$ cat src/hw/rtl/sha1_byte_stream_hasher_core_macros.svh
// assertion macros shared by the sha-1 byte stream hasher rtl
// no dependencies; pulled in by files that carry concurrent assertions
`ifndef SHA1_BYTE_STREAM_HASHER_CORE_MACROS_SVH
`define SHA1_BYTE_STREAM_HASHER_CORE_MACROS_SVH

// condition holds on every clock edge out of reset
`define SHA1BS_ASSERT_ALWAYS(label, clk, rst_n, cond, msg) \
    label: assert property (@(posedge clk) disable iff (!rst_n) (cond)) else $error(msg);

// same-cycle implication
`define SHA1BS_ASSERT_IMP(label, clk, rst_n, ante, cons, msg) \
    label: assert property (@(posedge clk) disable iff (!rst_n) (ante) |-> (cons)) else $error(msg);

// next-cycle implication
`define SHA1BS_ASSERT_NEXT(label, clk, rst_n, ante, cons, msg) \
    label: assert property (@(posedge clk) disable iff (!rst_n) (ante) |=> (cons)) else $error(msg);

`endif

$ cat src/hw/rtl/sha1bs_pkg.sv
// types and constants for the sha-1 byte stream hasher
// no dependencies; used by sha1bs_round and sha1_byte_stream_hasher_core
package sha1bs_pkg;

    // sequencer states
    typedef enum logic [2:0] {
        ST_IDLE,
        ST_ROUND,
        ST_UPDATE,
        ST_PAD,
        ST_LEN,
        ST_OUT
    } seq_state_t;

    // five 32-bit words: working variables a..e or chaining values h0..h4
    typedef struct packed {
        logic [31:0] a;
        logic [31:0] b;
        logic [31:0] c;
        logic [31:0] d;
        logic [31:0] e;
    } round_vars_t;

    // initial chaining values
    localparam round_vars_t IV_VARS = '{
        a: 32'h67452301,
        b: 32'hEFCDAB89,
        c: 32'h98BADCFE,
        d: 32'h10325476,
        e: 32'hC3D2E1F0
    };

    // round constants
    localparam logic [31:0] K_RND0 = 32'h5A827999;
    localparam logic [31:0] K_RND1 = 32'h6ED9EBA1;
    localparam logic [31:0] K_RND2 = 32'h8F1BBCDC;
    localparam logic [31:0] K_RND3 = 32'hCA62C1D6;

    // round group boundaries and last round
    localparam logic [6:0] RND_GRP1   = 7'd20;
    localparam logic [6:0] RND_GRP2   = 7'd40;
    localparam logic [6:0] RND_GRP3   = 7'd60;
    localparam logic [6:0] RND_LAST   = 7'd79;

    // padding
    localparam logic [7:0] PAD_BYTE   = 8'h80;
    localparam logic [5:0] LEN_POS    = 6'd56;
    localparam logic [5:0] LAST_POS   = 6'd63;

    // digest words
    localparam logic [2:0] WORD_LAST  = 3'd4;

endpackage

$ cat src/hw/rtl/sha1_byte_stream_hasher_core.sv
// sha-1 byte stream hasher top level: byte packing, padding, round sequencer
// depends on sha1bs_pkg, sha1bs_round and sha1_byte_stream_hasher_core_macros.svh
//
// Message bytes enter at most one per item (has_byte in tuser) and are
// shifted into a 512-bit block register that doubles as the 16-word rolling
// message schedule. Items are taken only while the sequencer is idle. The
// item that completes a 64-byte block starts a compression on the single
// shared round unit, one round per cycle: 80 rounds, then one chaining
// update, while the input is not ready. An end item (tlast) starts padding,
// written one byte per cycle (0x80, zeros up to byte 56, where the sequencer
// moves to the length state without writing, then the eight length bytes),
// followed by one compression, or two when the 0x80 lands at byte 56 or later.
// The five digest words h0..h4 then leave on the output, index in tuser,
// tlast on h4, after which the chaining values and counters return to their
// initial state.
`include "sha1_byte_stream_hasher_core_macros.svh"

module sha1_byte_stream_hasher_core (
    input  logic        clk,
    input  logic        rst_n,
    input  logic        s_axis_tvalid,
    output logic        s_axis_tready,
    input  logic [7:0]  s_axis_tdata,   // [7:0] data_byte
    input  logic        s_axis_tuser,   // [0] has_byte
    input  logic        s_axis_tlast,
    output logic        m_axis_tvalid,
    input  logic        m_axis_tready,
    output logic [31:0] m_axis_tdata,   // [31:0] digest_word
    output logic [2:0]  m_axis_tuser,   // [2:0] word_index
    output logic        m_axis_tlast
);
    import sha1bs_pkg::*;

    seq_state_t  state_reg, state_next;
    logic [5:0]  pos_reg, pos_next;
    logic [60:0] count_reg, count_next;
    logic        fin_reg, fin_next;
    logic        len_done_reg, len_done_next;
    logic        pad_one_reg, pad_one_next;
    logic [6:0]  rnd_reg, rnd_next;
    logic [2:0]  idx_reg, idx_next;
    round_vars_t chain_reg, chain_next;
    round_vars_t vars_reg, vars_next;
    logic [511:0] blk_reg, blk_next;

    logic        accept_in;
    logic        accept_out;
    logic        pad_to_len;
    logic [63:0] len_bits;
    logic [2:0]  len_sel;
    logic [7:0]  len_byte;
    logic [31:0] sched_xor;
    logic [31:0] sched_new;
    round_vars_t round_out;

    // shared round unit
    sha1bs_round u_round (
        .vars_in  (vars_reg),
        .w        (blk_reg[511:480]),
        .rnd      (rnd_reg),
        .vars_out (round_out)
    );

    // handshakes and small decodes
    assign accept_in  = s_axis_tvalid && s_axis_tready;
    assign accept_out = m_axis_tvalid && m_axis_tready;
    assign pad_to_len = !pad_one_reg && (pos_reg == LEN_POS);

    // length byte for the current position, most significant first
    assign len_bits = {count_reg, 3'b000};
    assign len_sel  = 3'd7 - pos_reg[2:0];
    assign len_byte = len_bits[{len_sel, 3'b000} +: 8];

    // schedule expansion from words 13, 8, 2 and 0 of the window
    assign sched_xor = blk_reg[95:64] ^ blk_reg[255:224] ^ blk_reg[447:416] ^
                       blk_reg[511:480];
    assign sched_new = {sched_xor[30:0], sched_xor[31]};

    // next state
    always_comb
    begin
        state_next = state_reg;
        unique case (state_reg)
            ST_IDLE:
            begin
                if (accept_in)
                begin
                    if (s_axis_tuser && (pos_reg == LAST_POS))
                    begin
                        state_next = ST_ROUND;
                    end
                    else if (s_axis_tlast)
                    begin
                        state_next = ST_PAD;
                    end
                end
            end
            ST_ROUND:
            begin
                if (rnd_reg == RND_LAST)
                begin
                    state_next = ST_UPDATE;
                end
            end
            ST_UPDATE:
            begin
                if (!fin_reg)
                begin
                    state_next = ST_IDLE;
                end
                else if (len_done_reg)
                begin
                    state_next = ST_OUT;
                end
                else
                begin
                    state_next = ST_PAD;
                end
            end
            ST_PAD:
            begin
                if (pad_to_len)
                begin
                    state_next = ST_LEN;
                end
                else if (pos_reg == LAST_POS)
                begin
                    state_next = ST_ROUND;
                end
            end
            ST_LEN:
            begin
                if (pos_reg == LAST_POS)
                begin
                    state_next = ST_ROUND;
                end
            end
            ST_OUT:
            begin
                if (accept_out && (idx_reg == WORD_LAST))
                begin
                    state_next = ST_IDLE;
                end
            end
            default:
            begin
                state_next = ST_IDLE;
            end
        endcase
    end

    // port outputs
    always_comb
    begin
        s_axis_tready = (state_reg == ST_IDLE);
        m_axis_tvalid = (state_reg == ST_OUT);
        m_axis_tdata  = chain_reg.a;
        m_axis_tuser  = idx_reg;
        m_axis_tlast  = (idx_reg == WORD_LAST);
    end

    // datapath and counters
    always_comb
    begin
        pos_next      = pos_reg;
        count_next    = count_reg;
        fin_next      = fin_reg;
        len_done_next = len_done_reg;
        pad_one_next  = pad_one_reg;
        rnd_next      = rnd_reg;
        idx_next      = idx_reg;
        chain_next    = chain_reg;
        vars_next     = vars_reg;
        blk_next      = blk_reg;

        unique case (state_reg)
            ST_IDLE:
            begin
                if (accept_in)
                begin
                    if (s_axis_tuser)
                    begin
                        blk_next   = {blk_reg[503:0], s_axis_tdata};
                        pos_next   = pos_reg + 6'd1;
                        count_next = count_reg + 61'd1;
                    end
                    if (s_axis_tlast)
                    begin
                        fin_next      = 1'b1;
                        pad_one_next  = 1'b1;
                        len_done_next = 1'b0;
                    end
                end
            end
            ST_ROUND:
            begin
                blk_next  = {blk_reg[479:0], sched_new};
                vars_next = round_out;
                rnd_next  = rnd_reg + 7'd1;
            end
            ST_UPDATE:
            begin
                chain_next.a = chain_reg.a + vars_reg.a;
                chain_next.b = chain_reg.b + vars_reg.b;
                chain_next.c = chain_reg.c + vars_reg.c;
                chain_next.d = chain_reg.d + vars_reg.d;
                chain_next.e = chain_reg.e + vars_reg.e;
            end
            ST_PAD:
            begin
                if (!pad_to_len)
                begin
                    blk_next     = {blk_reg[503:0], (pad_one_reg ? PAD_BYTE : 8'h00)};
                    pos_next     = pos_reg + 6'd1;
                    pad_one_next = 1'b0;
                end
            end
            ST_LEN:
            begin
                blk_next = {blk_reg[503:0], len_byte};
                pos_next = pos_reg + 6'd1;
                if (pos_reg == LAST_POS)
                begin
                    len_done_next = 1'b1;
                end
            end
            ST_OUT:
            begin
                if (accept_out)
                begin
                    if (idx_reg == WORD_LAST)
                    begin
                        chain_next    = IV_VARS;
                        idx_next      = 3'd0;
                        count_next    = '0;
                        pos_next      = '0;
                        fin_next      = 1'b0;
                        len_done_next = 1'b0;
                    end
                    else
                    begin
                        chain_next = {chain_reg.b, chain_reg.c, chain_reg.d,
                                      chain_reg.e, chain_reg.e};
                        idx_next   = idx_reg + 3'd1;
                    end
                end
            end
            default:
            begin
                pos_next = pos_reg;
            end
        endcase

        // compression start: load working variables from the chain
        if ((state_next == ST_ROUND) && (state_reg != ST_ROUND))
        begin
            vars_next = chain_reg;
            rnd_next  = '0;
        end
    end

    // control registers
    always_ff @(posedge clk or negedge rst_n)
    begin
        if (!rst_n)
        begin
            state_reg    <= ST_IDLE;
            pos_reg      <= '0;
            count_reg    <= '0;
            fin_reg      <= 1'b0;
            len_done_reg <= 1'b0;
            pad_one_reg  <= 1'b0;
            rnd_reg      <= '0;
            idx_reg      <= '0;
            chain_reg    <= IV_VARS;
        end
        else
        begin
            state_reg    <= state_next;
            pos_reg      <= pos_next;
            count_reg    <= count_next;
            fin_reg      <= fin_next;
            len_done_reg <= len_done_next;
            pad_one_reg  <= pad_one_next;
            rnd_reg      <= rnd_next;
            idx_reg      <= idx_next;
            chain_reg    <= chain_next;
        end
    end

    // payload registers
    always_ff @(posedge clk)
    begin
        vars_reg <= vars_next;
        blk_reg  <= blk_next;
    end

    // checks
    `SHA1BS_ASSERT_ALWAYS(a_sides_apart, clk, rst_n, !(s_axis_tready && m_axis_tvalid), "input ready while digest is out")
    `SHA1BS_ASSERT_IMP(a_round_range, clk, rst_n, state_reg == ST_ROUND, rnd_reg <= RND_LAST, "round counter past last round")
    `SHA1BS_ASSERT_IMP(a_out_pos, clk, rst_n, m_axis_tvalid, (pos_reg == 6'd0) && len_done_reg, "digest out before padding done")
    `SHA1BS_ASSERT_NEXT(a_chain_restart, clk, rst_n, accept_out && m_axis_tlast, (chain_reg == IV_VARS) && (count_reg == 61'd0), "chain not restored after digest")

endmodule

$ cat src/hw/rtl/sha1bs_round.sv
// one sha-1 round: boolean function, constant select and five-way add
// depends on sha1bs_pkg for round_vars_t and the round constants
module sha1bs_round (
    input  sha1bs_pkg::round_vars_t vars_in,
    input  logic [31:0]             w,
    input  logic [6:0]              rnd,
    output sha1bs_pkg::round_vars_t vars_out
);
    import sha1bs_pkg::*;

    logic [31:0] f;
    logic [31:0] k;
    logic [31:0] t;

    // function and constant by round group
    always_comb
    begin
        if (rnd < RND_GRP1)
        begin
            f = (vars_in.b & vars_in.c) | (~vars_in.b & vars_in.d);
            k = K_RND0;
        end
        else if (rnd < RND_GRP2)
        begin
            f = vars_in.b ^ vars_in.c ^ vars_in.d;
            k = K_RND1;
        end
        else if (rnd < RND_GRP3)
        begin
            f = (vars_in.b & vars_in.c) | (vars_in.b & vars_in.d) |
                (vars_in.c & vars_in.d);
            k = K_RND2;
        end
        else
        begin
            f = vars_in.b ^ vars_in.c ^ vars_in.d;
            k = K_RND3;
        end
    end

    // temp word and variable rotation
    always_comb
    begin
        t = {vars_in.a[26:0], vars_in.a[31:27]} + f + vars_in.e + k + w;
        vars_out.a = t;
        vars_out.b = vars_in.a;
        vars_out.c = {vars_in.b[1:0], vars_in.b[31:2]};
        vars_out.d = vars_in.c;
        vars_out.e = vars_in.d;
    end

endmodule
$ cat config.mk
export PLATFORM = sky130hd
export DESIGN_NAME = sha1_byte_stream_hasher_core
export DESIGN_NICKNAME = d
export VERILOG_FILES = /design/src/hw/rtl/sha1bs_pkg.sv /design/src/hw/rtl/sha1_byte_stream_hasher_core.sv /design/src/hw/rtl/sha1bs_round.sv
export VERILOG_INCLUDE_DIRS = /design/src /design/src/hw/rtl
export SDC_FILE = /design/constraint.sdc
export NUM_CORES = 2
export LEC_CHECK = 0
export ABC_AREA = 0
export BUFFER_PORTS_ARGS = -buffer_cell sky130_fd_sc_hd__buf_2
export CAP_MARGIN = 20
export CORE_UTILIZATION = 50
export CTS_CLUSTER_DIAMETER = 200
export DETAILED_ROUTE_END_ITERATION = 10
export GPL_TIMING_DRIVEN = 1
export PLACE_DENSITY_LB_ADDON = 0.2
export SLEW_MARGIN = 25
export SYNTH_ARGS = -nofsm -noshare
export SYNTH_HDL_FRONTEND = slang
export SYNTH_SLANG_ARGS = --single-unit
$ cat constraint.sdc
create_clock -name clk -period 47.3 [get_ports clk]
set_input_delay 7.095 -clock clk [delete_from_list [all_inputs] [get_ports clk]]
set_output_delay 7.095 -clock clk [all_outputs]
set_load 0.02 [all_outputs]
# Word-level counts from Yosys, hierarchy flattened
# Index checks and enable logic that the tools add are counted.
[classes]
add_sub_neg = 14
order_cmp = 3
n_eq_ne = 18
shifts = 1
n_mux = 51
bitwise = 13
reduce_logical = 24
[ops]
columns = ["op", "count"]
rows = [
  ["$pmux W512 S4", 1],
  ["$mux W512", 3],
  ["$mux W160", 4],
  ["$pmux W160 S2", 1],
  ["$add A32 B32 Y32", 9],
  ["$mux W61", 4],
  ["$mux W32", 5],
  ["$xor A32 B32 Y32", 5],
  ["$and A32 B32 Y32", 4],
  ["$pmux W61 S2", 1],
  ["$or A32 B32 Y32", 3],
  ["$shiftx A64 B7 Y8", 1],
  ["$add A61 B1 Y61 const B", 1],
  ["$not A32 Y32", 1],
  ["$mux W31", 1],
  ["$mux W3", 10],
  ["$mux W6", 5],
  ["$pmux W6 S4", 1],
  ["$pmux W3 S6", 1],
  ["$lt A7 B6 Y1 const B", 2],
  ["$mux W7", 2],
  ["$eq A6 B6 Y1 const B", 2],
  ["$reduce_and A6 Y1", 2],
  ["$ne A2 B1 Y1 const B", 5],
  ["25 further kinds", 50],
]
[word_totals]
regBits = 915
in_bits = 14
elab_cells = 143

# Longest topological paths before layout
[logic_depth]
ltp_word = 12
depth_mapped = 22
depth_no_buf = 20

# By module
# From an unflattened synthesis, not the netlist that was laid out.
[unflattened]
cells_unflattened = 5665
area_unflattened_um2 = 55009.0
[by_module_without_submodules]
columns = ["mod", "instances", "cells_each", "area_per_inst_um2", "seq_area_each_um2"]
rows = [
  ["sha1_byte_stream_hasher_core", 1, 4896, 48490.3, 26360.3],
  ["sha1bs_round", 1, 769, 6518.8, 0.0],
]

# Worst setup path after synthesis
# OpenSTA, ideal clock, no wires.
[synth_path]
kind = "in2reg"
startpoint = "in s_axis_tuser"
endpoint = "reg blk_reg[0] (enable)"
arrival_ns = 44.446
path_slack_ns = 0.710
path_stages = 3
path_cell_list = "a21oi_1 > nor2b_1 > a211oi_1"
[synth_via]
elab_chain_cells = 2
[synth_lines]
columns = ["element", "line_no", "source"]
rows = [
  ["start, declared", "sha1_byte_stream_hasher_core.sv:24", "input logic s_axis_tuser,"],
  ["$ne A2 B1 Y1 (no line)", "--", ""],
  ["$reduce_and A4 Y1 (no line)", "--", ""],
  ["end signal, assigned", "sha1_byte_stream_hasher_core.sv:295", "blk_reg <= blk_next;"],
  ["end, declared", "sha1_byte_stream_hasher_core.sv:44", "logic [511:0] blk_reg, blk_next;"],
]
# No other way between the ends.
# A chain may end at the register's enable or synchronous reset.

# Worst setup path in the final report
[layout_path]
startpoint = "in s_axis_tvalid"
endpoint = "reg blk_reg[326] (enable)"
[layout_via]
elab_chain_cells = 3
[layout_lines]
columns = ["element", "line_no", "source"]
rows = [
  ["start, declared", "sha1_byte_stream_hasher_core.sv:21", "input logic s_axis_tvalid,"],
  ["$logic_and A1 B1 Y1", "sha1_byte_stream_hasher_core.sv:65", "assign accept_in = s_axis_tvalid && s_axis_tready;"],
  ["$ne A2 B1 Y1 (no line)", "--", ""],
  ["$reduce_and A4 Y1 (no line)", "--", ""],
]
# No other way between the ends.

==> summary.md <==
| Metric | Value |
|---|---|
| Async set-reset flop share out of synthesis | `26.6%` |
| Footprint of the multi-input gates | `between 20000 and 30000 µm²` |
| Routed via count | `41600` |
| Setup Crit Path Kind | `in -> reg` |
| Number of antenna cells inserted | `0` |
| Reg2reg path depth | `21` |
| Wire length after detailed routing | `148000 µm` |
| Die extent in y | `332 µm` |
| Final setup fails | `0` |
| Hold-fix buffers, CTS | `0` |
| Sequential cell area fraction in the yosys report | `48.4%` |
| Die Footprint | `110000 µm²` |
| Dominant cell type by count on the critical path | `sky130_fd_sc_hd__buf_4` |
| Sum of net half-perimeters after detailed placement | `102000 µm` |
| GP Congestion | `slightly below 1` |
| Data arrival time at the worst-slack endpoint | `11.21 ns` |
| Storage element area | `26400 µm²` |
| Fraction of final layout cells with drive strength greater than 1 | `6.59%` |
| Pin count of the biggest net entering global routing | `251` |
| Initial Util | `50.6%` |
| Wire length of the first global-routing pass | `228000 µm` |
| Largest stage delay, worst path | `0.89 ns` |
| Drt first pass iters | `7` |
| Worst-case clock skew | `0.0392 ns` |
| Crit-path slowest cell | `sky130_fd_sc_hd__buf_4` |
| Post-Route Setup TNS | `0 ns` |
| Number of enable-type register cells in the synthesized netlist | `672` |
| Post-synthesis net count | `roughly 6300` |
| Layout net count | `6155` |
| Setup repair after global routing missed its margin | `no` |
| Post-cts resize count | `0` |
| Cell type with the highest aggregate area in the netlist | `sky130_fd_sc_hd__edfxtp_1` |
| Number of instances in the synthesized netlist | `5917` |
| Worst Setup End Kind | `register` |
| Most used DFF post-synth | `sky130_fd_sc_hd__edfxtp_1` |
| TritonCTS clock tree | `done` |
| Clock latency at the later pin of the worst-skew pair | `0.71 ns` |
| Class of the tightest hold or removal check | `reg -> reg` |
| Aggregate global-route resource usage | `26.4%` |
| Number of clock sinks | `around 900` |
| Fill cell count | `9733` |
| DRC Markers | `0` |
| Number of placed I/O pins | `52` |
| Clock transition at the registers of the reported paths | `0.06 ns` |
| Yosys top cell area share | `37.1%` |
| Depth of the CTS H-tree | `3` |
| Crit-path cells | `buf_2, a21oi_1, nor2b_1, a211oi_4, buf_4, buf_4, buf_4, buf_4` |
| Synth Warn # | `0` |
| Average size of a mapped cell | `9.20 µm²` |
| Critical path data required time | `roughly 48 ns` |
| Core Box Area | `108000 µm²` |
| Cell area after technology mapping | `approximately 54000 µm²` |
| IO Port Bufs | `51` |
| Most frequent cells after synthesis | `1986 x sky130_fd_sc_hd__nand2_1, 672 x sky130_fd_sc_hd__edfxtp_1, 347 x sky130_fd_sc_hd__o21ai_0` |
| Die X-Extent | `about 330 µm` |
| Minimum hold slack | `~0.48 ns` |
| Run status | `complete, no violations` |
| #FFs+latches synth | `915` |
| Number of stages on the worst hold path | `2` |
| Flip-flop count of the largest register after layout | `512` |
| Vias in the first global route | `39500` |
| Mean routed wirelength per cell | `20.2 µm` |
| Worst Path Max Fanout | `78` |
| Aggregate global routing overflow | `0` |
| Number of max-slew violations in the final report | `0` |
| Highest attainable clock frequency | `91.5 MHz` |
| Number of cells in the design after placement | `just over 7000` |
| Maximum clock insertion buffer count | `3` |
| Number of endpoints with negative hold slack in the final report | `0` |
| Root cell of the clock tree | `sky130_fd_sc_hd__clkbuf_16` |
| Number of buffers added by the clock tree synthesis step | `102` |
| Final instance count without filler cells | `roughly 7300` |
| Most repeated cell in the gate-level netlist after synthesis | `sky130_fd_sc_hd__nand2_1` |
| Number of rows created at floorplan | `120` |
| Count of routing violations after the opening detailed-route iteration | `4232` |
| Vias per std cell | `5.70` |
| Startpoint Class | `input pin` |
| Worst slew pin tran | `1.04 ns` |
| Cell types with the largest area share after synthesis | `sky130_fd_sc_hd__edfxtp_1 37%, sky130_fd_sc_hd__nand2_1 14%, sky130_fd_sc_hd__dfrtp_1 7.5%, sky130_fd_sc_hd__ha_1 4.8%, sky130_fd_sc_hd__fa_1 4.3%` |
| Post-route clock period utilization | `~23%` |
| Post-CTS repair timing setup buffer count | `0` |
| Area delta synth->final | `8.47%` |
| Max-slew headroom | `between 30% and 40%` |
| Min cycle time layout | `approximately 11 ns` |
| Number of max-cap violations | `0` |
| Antenna violations before repair | `2` |
| Netlist cell types | `99` |
| Remaining antenna violation count | `0` |
layout by cell type (no fill, tap or decap), drive strengths merged, types with 19 or more instances in the layout:
cell,count
nand2b,25
clkbuf,135
inv,297
o21ai,357
nor3,52
a21oi,255
ha,207
nor2b,28
dfstp,80
o22ai,33
buf,95
a31oi,50
a221oi,36
o21bai,21
o21a,27
mux2i,39
fa,117
nor2,341
nand4,34
a21o,89
xor2,112
nand3,79
edfxtp,672
nand2,1987
clkinv,32
a211oi,28
xnor2,196
o211ai,19
dfrtp,163
or3,39
and3,43
final timing paths:
path                            slack, ns            from         endpoint
worst max-delay path                36.38   s_axis_tvalid     blk_reg[326]
worst min-delay path                 0.48  chain_reg[107]   chain_reg[107]
worst max register to register      40.81      rnd_reg[4]    vars_reg[158]
worst min register to register       0.48  chain_reg[107]   chain_reg[107]
max in group asynchronous           38.92           rst_n  m_axis_tdata[3]
min in group asynchronous            6.37           rst_n    count_reg[41]
final cells by class:
type                       instances  area share, %
sequential                       915           44.6
clock inverter                    51           1.01
clock buffer                     135           4.67
tap                             1403           2.97
multi-input combinational       4409           43.6
inverter                         294           1.88
timing repair buffer              95           1.18
critical path: cells and delay by family:
| kind | cells | cell delay (ns) |
|---|---|---|
| AO/OA/AOI/OAI | 2 | 0.32 |
| buffers and inverters | 5 | 3.44 |
| AND/OR/NAND/NOR | 1 | 0.20 |
metrics by stage:
stage / setup slack [ns] / util (%) / area [µm²]
after floorplan: 0.710 / - / 54400
after global placement: 35.60 / 51.7 / 55600
after detailed placement: 35.60 / 51.7 / 55600
after CTS: 36.32 / 54.9 / 59000
after global routing: 36.03 / 54.9 / 59000
final: 36.38 / 54.9 / 59000
cells by family (layout without fill, tap and decap cells):
family	count (synthesis)	in the layout	synth area share [%]
multiplexers	58	58	1.39
adder cells (fa/ha/maj)	324	324	9.06
AND/OR/NAND/NOR	2692	2692	20.2
flip-flops	915	915	48.4
XOR/XNOR	308	308	4.96
buffers and inverters	593	575	4.40
AO/OA/AOI/OAI	1027	1027	11.6
layer usage:
| layer | share of wire, % | vias to the layer above | wire, µm | track usage [%] |
|---|---|---|---|---|
| li1 | - | 19900 | - | - |
| met1 | 44 | 20000 | 65600 | 38.0 |
| met2 | 45 | 1408 | 66200 | 40.8 |
| met3 | 7.2 | 256 | 10600 | 3.23 |
| met4 | 3.7 | 0 | 5510 | 10.3 |
| met5 | 0 | - | 0 | 0 |
Power is not shown: default switching activity piles up to over one toggle a cycle in this logic, so the estimate is an artifact.
